$ cat src/gha_pkg.sv
`default_nettype none
// ----------------------------------------------------------------------------
// gha_pkg
// Shared constants, command and status codes, and control types for the
// generational handle allocator.
// ----------------------------------------------------------------------------
package gha_pkg;

    // Default table geometry.
    localparam int SLOT_COUNT_DEF = 64;
    localparam int GEN_BITS_DEF   = 16;
    localparam int DATA_BITS_DEF  = 16;

    // Fixed field widths.
    localparam int CMD_W    = 2;
    localparam int STATUS_W = 2;

    // Command codes carried in the cmd field.
    typedef enum logic [CMD_W-1:0] {
        CMD_ALLOC = 2'd0,
        CMD_FREE  = 2'd1,
        CMD_CHECK = 2'd2
    } cmd_t;

    // Result status codes.
    typedef enum logic [STATUS_W-1:0] {
        STAT_OK      = 2'd0,
        STAT_FULL    = 2'd1,
        STAT_INVALID = 2'd2
    } status_t;

    // Sequencer states.
    typedef enum logic {
        S_IDLE,
        S_EVAL
    } state_t;

    // Write strobes from the engine to the slot memories.
    typedef struct packed {
        logic meta_we;
        logic data_we;
    } mem_ctl_t;

endpackage : gha_pkg
`default_nettype wire

$ cat src/gha_slot_mem.sv
`default_nettype none
// ----------------------------------------------------------------------------
// gha_slot_mem
// Per-slot storage: a metadata memory holding the live bit, generation and
// free-list link, and a payload memory. Both have one write port and one
// registered read port.
// ----------------------------------------------------------------------------
module gha_slot_mem #(
    parameter int SLOT_COUNT = gha_pkg::SLOT_COUNT_DEF,
    parameter int GEN_BITS   = gha_pkg::GEN_BITS_DEF,
    parameter int DATA_BITS  = gha_pkg::DATA_BITS_DEF,
    parameter int IDX_W      = $clog2(SLOT_COUNT),
    parameter int SLOT_W     = $clog2(SLOT_COUNT + 1)
) (
    input  wire logic                 clk,
    input  wire logic                 rd_en,
    input  wire logic [IDX_W-1:0]     rd_idx,
    output logic                      rd_live,
    output logic [GEN_BITS-1:0]       rd_gen,
    output logic [SLOT_W-1:0]         rd_link,
    output logic [DATA_BITS-1:0]      rd_data,
    input  wire gha_pkg::mem_ctl_t    wr_ctl,
    input  wire logic [IDX_W-1:0]     wr_idx,
    input  wire logic                 wr_live,
    input  wire logic [GEN_BITS-1:0]  wr_gen,
    input  wire logic [SLOT_W-1:0]    wr_link,
    input  wire logic [DATA_BITS-1:0] wr_data
);
    import gha_pkg::*;

    localparam int META_W = 1 + GEN_BITS + SLOT_W;

    logic [META_W-1:0]    meta_mem [SLOT_COUNT];
    logic [DATA_BITS-1:0] data_mem [SLOT_COUNT];
    logic [META_W-1:0]    meta_q_reg;
    logic [DATA_BITS-1:0] data_q_reg;

    // Metadata memory: synchronous write and registered read.
    always_ff @(posedge clk)
    begin
        if (wr_ctl.meta_we)
        begin
            meta_mem[wr_idx] <= {wr_live, wr_gen, wr_link};
        end
        if (rd_en)
        begin
            meta_q_reg <= meta_mem[rd_idx];
        end
    end

    // Payload memory: synchronous write and registered read.
    always_ff @(posedge clk)
    begin
        if (wr_ctl.data_we)
        begin
            data_mem[wr_idx] <= wr_data;
        end
        if (rd_en)
        begin
            data_q_reg <= data_mem[rd_idx];
        end
    end

    // Unpack the metadata word.
    assign rd_live = meta_q_reg[META_W-1];
    assign rd_gen  = meta_q_reg[GEN_BITS+SLOT_W-1:SLOT_W];
    assign rd_link = meta_q_reg[SLOT_W-1:0];
    assign rd_data = data_q_reg;

endmodule : gha_slot_mem
`default_nettype wire

$ cat src/gha_engine.sv
`default_nettype none
// ----------------------------------------------------------------------------
// gha_engine
// Command evaluation: owns the free-list head and the fill mark, picks the
// slot to read, checks handles against the read-back slot, and forms the
// write-back and the result.
// ----------------------------------------------------------------------------
module gha_engine #(
    parameter int SLOT_COUNT = gha_pkg::SLOT_COUNT_DEF,
    parameter int GEN_BITS   = gha_pkg::GEN_BITS_DEF,
    parameter int DATA_BITS  = gha_pkg::DATA_BITS_DEF,
    parameter int IDX_W      = $clog2(SLOT_COUNT),
    parameter int SLOT_W     = $clog2(SLOT_COUNT + 1)
) (
    input  wire logic                          clk,
    input  wire logic                          rst_n,
    // Incoming item, used to pick the read address at acceptance.
    input  wire logic                          start,
    input  wire logic [gha_pkg::CMD_W-1:0]     in_cmd,
    input  wire logic [SLOT_W-1:0]             in_slot,
    output logic [IDX_W-1:0]                   rd_idx,
    // Registered item, evaluated in the cycle after acceptance.
    input  wire logic                          eval,
    input  wire logic [gha_pkg::CMD_W-1:0]     cmd,
    input  wire logic [SLOT_W-1:0]             handle_slot,
    input  wire logic [GEN_BITS-1:0]           handle_generation,
    input  wire logic [DATA_BITS-1:0]          entry_data,
    // Read-back from the slot memories.
    input  wire logic                          rd_live,
    input  wire logic [GEN_BITS-1:0]           rd_gen,
    input  wire logic [SLOT_W-1:0]             rd_link,
    input  wire logic [DATA_BITS-1:0]          rd_data,
    // Write-back to the slot memories.
    output gha_pkg::mem_ctl_t                  wr_ctl,
    output logic [IDX_W-1:0]                   wr_idx,
    output logic                               wr_live,
    output logic [GEN_BITS-1:0]                wr_gen,
    output logic [SLOT_W-1:0]                  wr_link,
    output logic [DATA_BITS-1:0]               wr_data,
    // Result fields.
    output logic [gha_pkg::STATUS_W-1:0]       status,
    output logic [SLOT_W-1:0]                  out_slot,
    output logic [GEN_BITS-1:0]                out_generation,
    output logic [DATA_BITS-1:0]               out_data
);
    import gha_pkg::*;

    localparam logic [IDX_W-1:0]  LAST_IDX  = IDX_W'(SLOT_COUNT - 1);
    localparam logic [SLOT_W-1:0] SLOT_MAX  = SLOT_W'(SLOT_COUNT);

    logic [SLOT_W-1:0] head_reg, head_next;
    logic [SLOT_W-1:0] fill_reg, fill_next;
    logic [IDX_W-1:0]  idx_reg;

    logic              touched;
    logic              eff_live;
    logic [GEN_BITS-1:0] eff_gen;
    logic [SLOT_W-1:0] eff_link;
    logic              range_ok;
    logic              handle_ok;

    // Read address: the list head for allocate, the handle's slot otherwise.
    always_comb
    begin
        if (in_cmd == CMD_ALLOC)
        begin
            rd_idx = IDX_W'(head_reg - SLOT_W'(1));
        end
        else
        begin
            rd_idx = IDX_W'(in_slot - SLOT_W'(1));
        end
    end

    // Hold the slot index for the write-back.
    always_ff @(posedge clk)
    begin
        if (start)
        begin
            idx_reg <= rd_idx;
        end
    end

    // Slots at or above the fill mark were never written and read as their
    // reset contents: dead, generation zero, linked to the following slot (the last slot to none).
    always_comb
    begin
        touched  = SLOT_W'(idx_reg) < fill_reg;
        eff_live = touched & rd_live;
        eff_gen  = touched ? rd_gen : '0;
        if (touched)
        begin
            eff_link = rd_link;
        end
        else if (idx_reg == LAST_IDX)
        begin
            eff_link = '0;
        end
        else
        begin
            eff_link = SLOT_W'(idx_reg) + SLOT_W'(2);
        end
    end

    // Handle check: slot in range, live, and generation matches.
    always_comb
    begin
        range_ok  = (handle_slot != '0) && (handle_slot <= SLOT_MAX);
        handle_ok = range_ok && eff_live && (eff_gen == handle_generation);
    end

    // Command evaluation and write-back.
    always_comb
    begin
        status         = STAT_INVALID;
        out_slot       = '0;
        out_generation = '0;
        out_data       = '0;
        wr_ctl         = '0;
        wr_idx         = idx_reg;
        wr_live        = 1'b0;
        wr_gen         = eff_gen;
        wr_link        = '0;
        wr_data        = entry_data;
        head_next      = head_reg;
        fill_next      = fill_reg;
        case (cmd)
            CMD_ALLOC:
            begin
                if (head_reg == '0)
                begin
                    status = STAT_FULL;
                end
                else
                begin
                    status         = STAT_OK;
                    out_slot       = head_reg;
                    out_generation = eff_gen;
                    wr_ctl.meta_we = eval;
                    wr_ctl.data_we = eval;
                    wr_live        = 1'b1;
                    head_next      = eff_link;
                    if (!touched)
                    begin
                        fill_next = fill_reg + SLOT_W'(1);
                    end
                end
            end
            CMD_FREE:
            begin
                if (handle_ok)
                begin
                    status         = STAT_OK;
                    wr_ctl.meta_we = eval;
                    wr_gen         = eff_gen + GEN_BITS'(1);
                    wr_link        = head_reg;
                    head_next      = handle_slot;
                end
            end
            CMD_CHECK:
            begin
                if (handle_ok)
                begin
                    status   = STAT_OK;
                    out_data = rd_data;
                end
            end
            default:
            begin
                status = STAT_INVALID;
            end
        endcase
    end

    // List head and fill mark.
    always_ff @(posedge clk or negedge rst_n)
    begin
        if (!rst_n)
        begin
            head_reg <= SLOT_W'(1);
            fill_reg <= '0;
        end
        else if (eval)
        begin
            head_reg <= head_next;
            fill_reg <= fill_next;
        end
    end

endmodule : gha_engine
`default_nettype wire

$ cat src/generational_handle_allocator_core.sv
`default_nettype none
// ----------------------------------------------------------------------------
// generational_handle_allocator_core
// Slot allocator handing out handles of slot number and generation.
//
// Commands arrive as beats on the s_axis channel; each produces exactly one
// result beat on the m_axis channel. Allocate pops a slot from a LIFO free
// list, stores the payload and returns the handle (or reports a full table).
// Free validates a handle, bumps the slot generation and pushes the slot
// back. Check validates a handle and returns the stored payload.
// The slot's entry is read from the slot memories in the accept cycle and
// written back in the following one; no new command is accepted before
// that write-back, and the result is loaded into the output register with
// it. A new command is accepted only while the output register is empty
// or being drained; a stalled receiver holds the result and the input side
// waits. Reset empties the output, places every slot on the free list in
// order and marks all slots dead with generation zero; no memory clearing
// pass is needed, so the first command is accepted right after reset.
// ----------------------------------------------------------------------------
module generational_handle_allocator_core #(
    parameter int SLOT_COUNT = gha_pkg::SLOT_COUNT_DEF,
    parameter int GEN_BITS   = gha_pkg::GEN_BITS_DEF,
    parameter int DATA_BITS  = gha_pkg::DATA_BITS_DEF,
    parameter int SLOT_W     = $clog2(SLOT_COUNT + 1),
    parameter int FIELD_W    = gha_pkg::CMD_W + SLOT_W + GEN_BITS + DATA_BITS,
    parameter int BUS_W      = ((FIELD_W + 7) / 8) * 8
) (
    input  wire logic             clk,
    input  wire logic             rst_n,
    input  wire logic             s_axis_tvalid,
    output logic                  s_axis_tready,
    // Fields from bit 0: cmd, handle_slot, handle_generation, entry_data.
    input  wire logic [BUS_W-1:0] s_axis_tdata,
    output logic                  m_axis_tvalid,
    input  wire logic             m_axis_tready,
    // Fields from bit 0: status, out_slot, out_generation, out_data.
    output logic [BUS_W-1:0]      m_axis_tdata
);
    import gha_pkg::*;

    localparam int IDX_W   = $clog2(SLOT_COUNT);
    localparam int SLOT_LO = CMD_W;
    localparam int GEN_LO  = SLOT_LO + SLOT_W;
    localparam int DATA_LO = GEN_LO + GEN_BITS;

    state_t state_reg, state_next;

    logic                  accept;
    logic                  eval;

    logic [CMD_W-1:0]      in_cmd;
    logic [SLOT_W-1:0]     in_slot;

    logic [CMD_W-1:0]      cmd_reg;
    logic [SLOT_W-1:0]     slot_reg;
    logic [GEN_BITS-1:0]   gen_reg;
    logic [DATA_BITS-1:0]  data_reg;

    logic [IDX_W-1:0]      rd_idx;
    logic                  rd_live;
    logic [GEN_BITS-1:0]   rd_gen;
    logic [SLOT_W-1:0]     rd_link;
    logic [DATA_BITS-1:0]  rd_data;

    mem_ctl_t              wr_ctl;
    logic [IDX_W-1:0]      wr_idx;
    logic                  wr_live;
    logic [GEN_BITS-1:0]   wr_gen;
    logic [SLOT_W-1:0]     wr_link;
    logic [DATA_BITS-1:0]  wr_data;

    logic [STATUS_W-1:0]   res_status;
    logic [SLOT_W-1:0]     res_slot;
    logic [GEN_BITS-1:0]   res_gen;
    logic [DATA_BITS-1:0]  res_data;

    logic                  out_valid_reg;
    logic [FIELD_W-1:0]    out_word_reg;

    // Unpack the input beat.
    assign in_cmd  = s_axis_tdata[CMD_W-1:0];
    assign in_slot = s_axis_tdata[GEN_LO-1:SLOT_LO];

    // Sequencer: next state.
    always_comb
    begin
        state_next = state_reg;
        case (state_reg)
            S_IDLE:
            begin
                if (accept)
                begin
                    state_next = S_EVAL;
                end
            end
            S_EVAL:
            begin
                state_next = S_IDLE;
            end
            default:
            begin
                state_next = S_IDLE;
            end
        endcase
    end

    // Sequencer: outputs.
    always_comb
    begin
        s_axis_tready = 1'b0;
        eval          = 1'b0;
        case (state_reg)
            S_IDLE:
            begin
                s_axis_tready = !out_valid_reg || m_axis_tready;
            end
            S_EVAL:
            begin
                eval = 1'b1;
            end
            default:
            begin
                s_axis_tready = 1'b0;
            end
        endcase
    end

    assign accept = s_axis_tvalid && s_axis_tready;

    always_ff @(posedge clk or negedge rst_n)
    begin
        if (!rst_n)
        begin
            state_reg <= S_IDLE;
        end
        else
        begin
            state_reg <= state_next;
        end
    end

    // Capture the accepted command.
    always_ff @(posedge clk)
    begin
        if (accept)
        begin
            cmd_reg  <= in_cmd;
            slot_reg <= in_slot;
            gen_reg  <= s_axis_tdata[DATA_LO-1:GEN_LO];
            data_reg <= s_axis_tdata[FIELD_W-1:DATA_LO];
        end
    end

    gha_slot_mem #(
        .SLOT_COUNT (SLOT_COUNT),
        .GEN_BITS   (GEN_BITS),
        .DATA_BITS  (DATA_BITS),
        .IDX_W      (IDX_W),
        .SLOT_W     (SLOT_W)
    ) u_mem (
        .clk     (clk),
        .rd_en   (accept),
        .rd_idx  (rd_idx),
        .rd_live (rd_live),
        .rd_gen  (rd_gen),
        .rd_link (rd_link),
        .rd_data (rd_data),
        .wr_ctl  (wr_ctl),
        .wr_idx  (wr_idx),
        .wr_live (wr_live),
        .wr_gen  (wr_gen),
        .wr_link (wr_link),
        .wr_data (wr_data)
    );

    gha_engine #(
        .SLOT_COUNT (SLOT_COUNT),
        .GEN_BITS   (GEN_BITS),
        .DATA_BITS  (DATA_BITS),
        .IDX_W      (IDX_W),
        .SLOT_W     (SLOT_W)
    ) u_engine (
        .clk               (clk),
        .rst_n             (rst_n),
        .start             (accept),
        .in_cmd            (in_cmd),
        .in_slot           (in_slot),
        .rd_idx            (rd_idx),
        .eval              (eval),
        .cmd               (cmd_reg),
        .handle_slot       (slot_reg),
        .handle_generation (gen_reg),
        .entry_data        (data_reg),
        .rd_live           (rd_live),
        .rd_gen            (rd_gen),
        .rd_link           (rd_link),
        .rd_data           (rd_data),
        .wr_ctl            (wr_ctl),
        .wr_idx            (wr_idx),
        .wr_live           (wr_live),
        .wr_gen            (wr_gen),
        .wr_link           (wr_link),
        .wr_data           (wr_data),
        .status            (res_status),
        .out_slot          (res_slot),
        .out_generation    (res_gen),
        .out_data          (res_data)
    );

    // Output register: loaded after evaluation, emptied when the beat is taken.
    always_ff @(posedge clk or negedge rst_n)
    begin
        if (!rst_n)
        begin
            out_valid_reg <= 1'b0;
        end
        else if (eval)
        begin
            out_valid_reg <= 1'b1;
        end
        else if (m_axis_tready)
        begin
            out_valid_reg <= 1'b0;
        end
    end

    always_ff @(posedge clk)
    begin
        if (eval)
        begin
            out_word_reg <= {res_data, res_gen, res_slot, res_status};
        end
    end

    assign m_axis_tvalid = out_valid_reg;
    assign m_axis_tdata  = BUS_W'(out_word_reg);

endmodule : generational_handle_allocator_core
`default_nettype wire

$ cat config.mk
export PLATFORM = sky130hd
export DESIGN_NAME = generational_handle_allocator_core
export DESIGN_NICKNAME = d
export VERILOG_FILES = /design/src/gha_pkg.sv /design/src/gha_slot_mem.sv /design/src/gha_engine.sv /design/src/generational_handle_allocator_core.sv
export SDC_FILE = /design/constraint.sdc
export NUM_CORES = 2
export LEC_CHECK = 0
export BUFFER_PORTS_ARGS = -buffer_cell sky130_fd_sc_hd__clkbuf_2
export CORE_MARGIN = 4
export CORE_UTILIZATION = 55
export DETAILED_ROUTE_END_ITERATION = 6
export PLACE_DENSITY_LB_ADDON = 0.15
export SYNTH_ARGS = -nofsm -noshare
export SYNTH_HDL_FRONTEND = slang
export SYNTH_HIERARCHICAL = 1
export SYNTH_SLANG_ARGS = --single-unit
$ cat constraint.sdc
create_clock -name clk -period 7.6 [get_ports clk]
set_input_delay 0.38 -clock clk [delete_from_list [all_inputs] [get_ports clk]]
set_output_delay 0.38 -clock clk [all_outputs]
set_load 0.02 [all_outputs]
==> metrics.txt <==
HP Class input pin to register; area of the multi-input gates around 22,000 um2; maximum VDD drop 0.239 mV; final wirelength 267,000 um; register area share after synthesis around four fifths; total power roughly 37 mW; setup TNS 0 ps; initial core utilization between 50 and 60%; WHS Path Cells 2; vias in the first global route roughly 51k; CTS tree yes; post-synth cell types 65; Worst EP required ~8000 ps; Critical Path Stages 11; nets between 5k and 6k; clock tree buffer depth 4; Post-CTS Resized 0; Cells after DPL roughly 7.3k; Final setup viols 0; cell with the most instances after synthesis edfxtp_1; Final min period roughly 5700 ps; data arrival time of the critical path 6250 ps; Post-Syn Area 104,000 um2; number of remaining DRC errors 0; area share of the largest cell type after synthesis between 70 and 80%; Post-synth EDFFs 2,688; Pre-antenna DRT Iters 7; # IOs between 100 and 150; Setup crit start kind register; relative slew slack about 20%; Max Cap Violations 0; Worst Skew about 55 ps; crit-path leading delay family simple AND/OR/NAND/NOR gates; drt initial violations 6,126; RSZ-0062 raised after global routing false; Via Count 51.2k; GPL Wtd Cong ~0.85; Max Slew Vio Count 0; total CTS buffers 286; synth warn 6; largest net degree at the start of global routing about 110; Vias/cell roughly 6.5; Critical Path Sink Type register; Antenna Violating Nets Remaining 0; Worst Tran Pin Value 1200 ps; share of cells above drive strength 1 a little over a quarter; clock-pin slew on the worst setup and hold paths ~60 ps; most instantiated cells after synthesis edfxtp_1, mux4_2, nor2_1; status finished clean; area grow syn2layout 13.0%; crit path buf inv count 3; dominant cell type by area after synthesis edfxtp_1; first-pass GRT wire length roughly 380,000 um; FF+latch area 81,100 um2; CTS sink cnt about 2.7k; critical-path cell list inv_1 -> ha_1 -> inv_1 -> nor4_1 -> and3_1 -> and2_1 -> nor2_1 -> nor2_1 -> nand2_1 -> nor2_2 -> buf_4; Pleak ~37 nW; dpl hpwl about 160,000 um; # fillers 12.8k; syn_area_per_cell ~22 um2; Core ar. roughly 190,000 um2; FP Rows ~160; Clk Latency, worst-skew pair between 900 and 1000 ps; die span in y approximately 440 um; All-Layer GR Usage between 20% and 30%; pwr dens between 300 and 400 nW/um2; antenna violations before repair 16; Slowest cell on crit path nor2_2; routed len/inst about 34 um; Fmax achieved roughly 0.18 GHz; worst r2r path cells 11; IO buf count 87; asr flop ratio synth 0.592%; period utilization 74.7%; Die Width 443 um; clk root buf clkbuf_16; Synth Register Bits between 2k and 3k; Crit Path Class register to register; Mapped Cells between 4k and 5k; H-tree depth 5; die area between 150,000 and 200,000 um2; largest cells by area after synthesis edfxtp_1, mux4_2, o221ai_1, nor2_1, o22ai_1; Post-Layout Cell Count between 7k and 8k; Critical Path Max Stage Delay 860 ps; Primary FF master, synth edfxtp_1; Largest register FFs between 1.5k and 2k; final hold vios 0; worst-path fanout max 15; grt total ovfl 0
[area by class of cell]
type,count,share of cell area (%)
clock buffer,356,6.42
inverter,34,0.115
sequential,2704,69.1
antenna,5,0.0107
tap,2495,2.66
clock inverter,117,0.761
timing repair buffer,385,2.54
multi-input combinational,1769,18.3
[metrics by stage]
stage          setup WS (ps)  hold WS [ps]  util, %  cell area, um2
2_1_floorplan           2170          84.4        -          104000
3_3_place_gp            1930           360     57.7          108000
3_5_place_dp            1930           374     57.7          108000
4_1_cts                 2070           132     62.5          117000
5_1_grt                 1780           170     62.5          117000
6_report                1920           195     62.5          117000
[placed cells by master, fill, tap and decap left out, types with 12 or more instances in the layout]
master         count
clkinv_2          33
nor2_2            64
inv_1             29
nor3_1            24
nor2_1            85
mux4_2           619
dlygate4sd3_1     47
mux2_2            33
and2_1            32
nand4_1           85
buf_4            236
edfxtp_1        2688
nand2b_1          13
nand2_1          142
o22ai_1           92
clkbuf_1          64
bufinv_16         14
dfrtp_1           14
nand3_1           94
mux2i_1           18
clkinv_1          63
and3_1            65
a22oi_1           74
buf_12            15
o221ai_1          75
clkbuf_2          87
o21ai_0           18
clkbuf_16        291
a211oi_1          47
nor2b_1           28
ha_1              12
[power by group]
group	internal [mW]	switching (mW)	total, mW
Clock	7.45	5.40	12.9
Combinational	2.21	4.41	6.62
Sequential	16.9	0.169	17.1
Total	26.6	9.98	36.6
[repair_timing]
item                      CTS  global route
buffers inserted            0             0
hold endpoints to repair   59             0
hold buffers               47             0
[worst paths after layout]
path / from / endpoint / slack (ps)
setup reg to reg: cmd_reg[1]$_DFFE_PP_ / u_mem/meta_mem[46][10]$_DFFE_PP_ / 1920
max in group asynchronous: rst_n / state_reg$_DFF_PN0_ / 5690
setup / recovery: cmd_reg[1]$_DFFE_PP_ / u_mem/meta_mem[46][10]$_DFFE_PP_ / 1920
hold / removal: s_axis_tdata[29] / data_reg[4]$_DFFE_PP_ / 190
hold reg to reg: u_engine/fill_reg[5]$_DFFE_PN0P_ / u_engine/fill_reg[5]$_DFFE_PN0P_ / 510
min in group asynchronous: rst_n / u_engine/head_reg[0]$_DFFE_PN1P_ / 600
[cell families (layout without fill, tap and decap cells)]
group                      count (synthesis)  after routing  share of synthesized area (%)
AOI/OAI and AO/OA                        350            350                           2.47
xor gates and xnor gates                  28             28                          0.236
adders and majority gates                 12             12                          0.145
buffers and inverters                    334            892                           1.62
DFF                                     2704           2704                           78.1
muxes                                    679            679                           14.0
other                                      1             12                        0.00361
and+or+nand+nor                          693            693                           3.36
[layer usage]
layer,GRT usage (%),up-vias,part of all wire [%]
li1,-,20900,-
met1,37.4,27300,37
met2,45.0,2390,50
met3,4.18,511,7.7
met4,11.3,4,4.6
met5,0,-,0.010
Power figures use the tool's default switching activity.
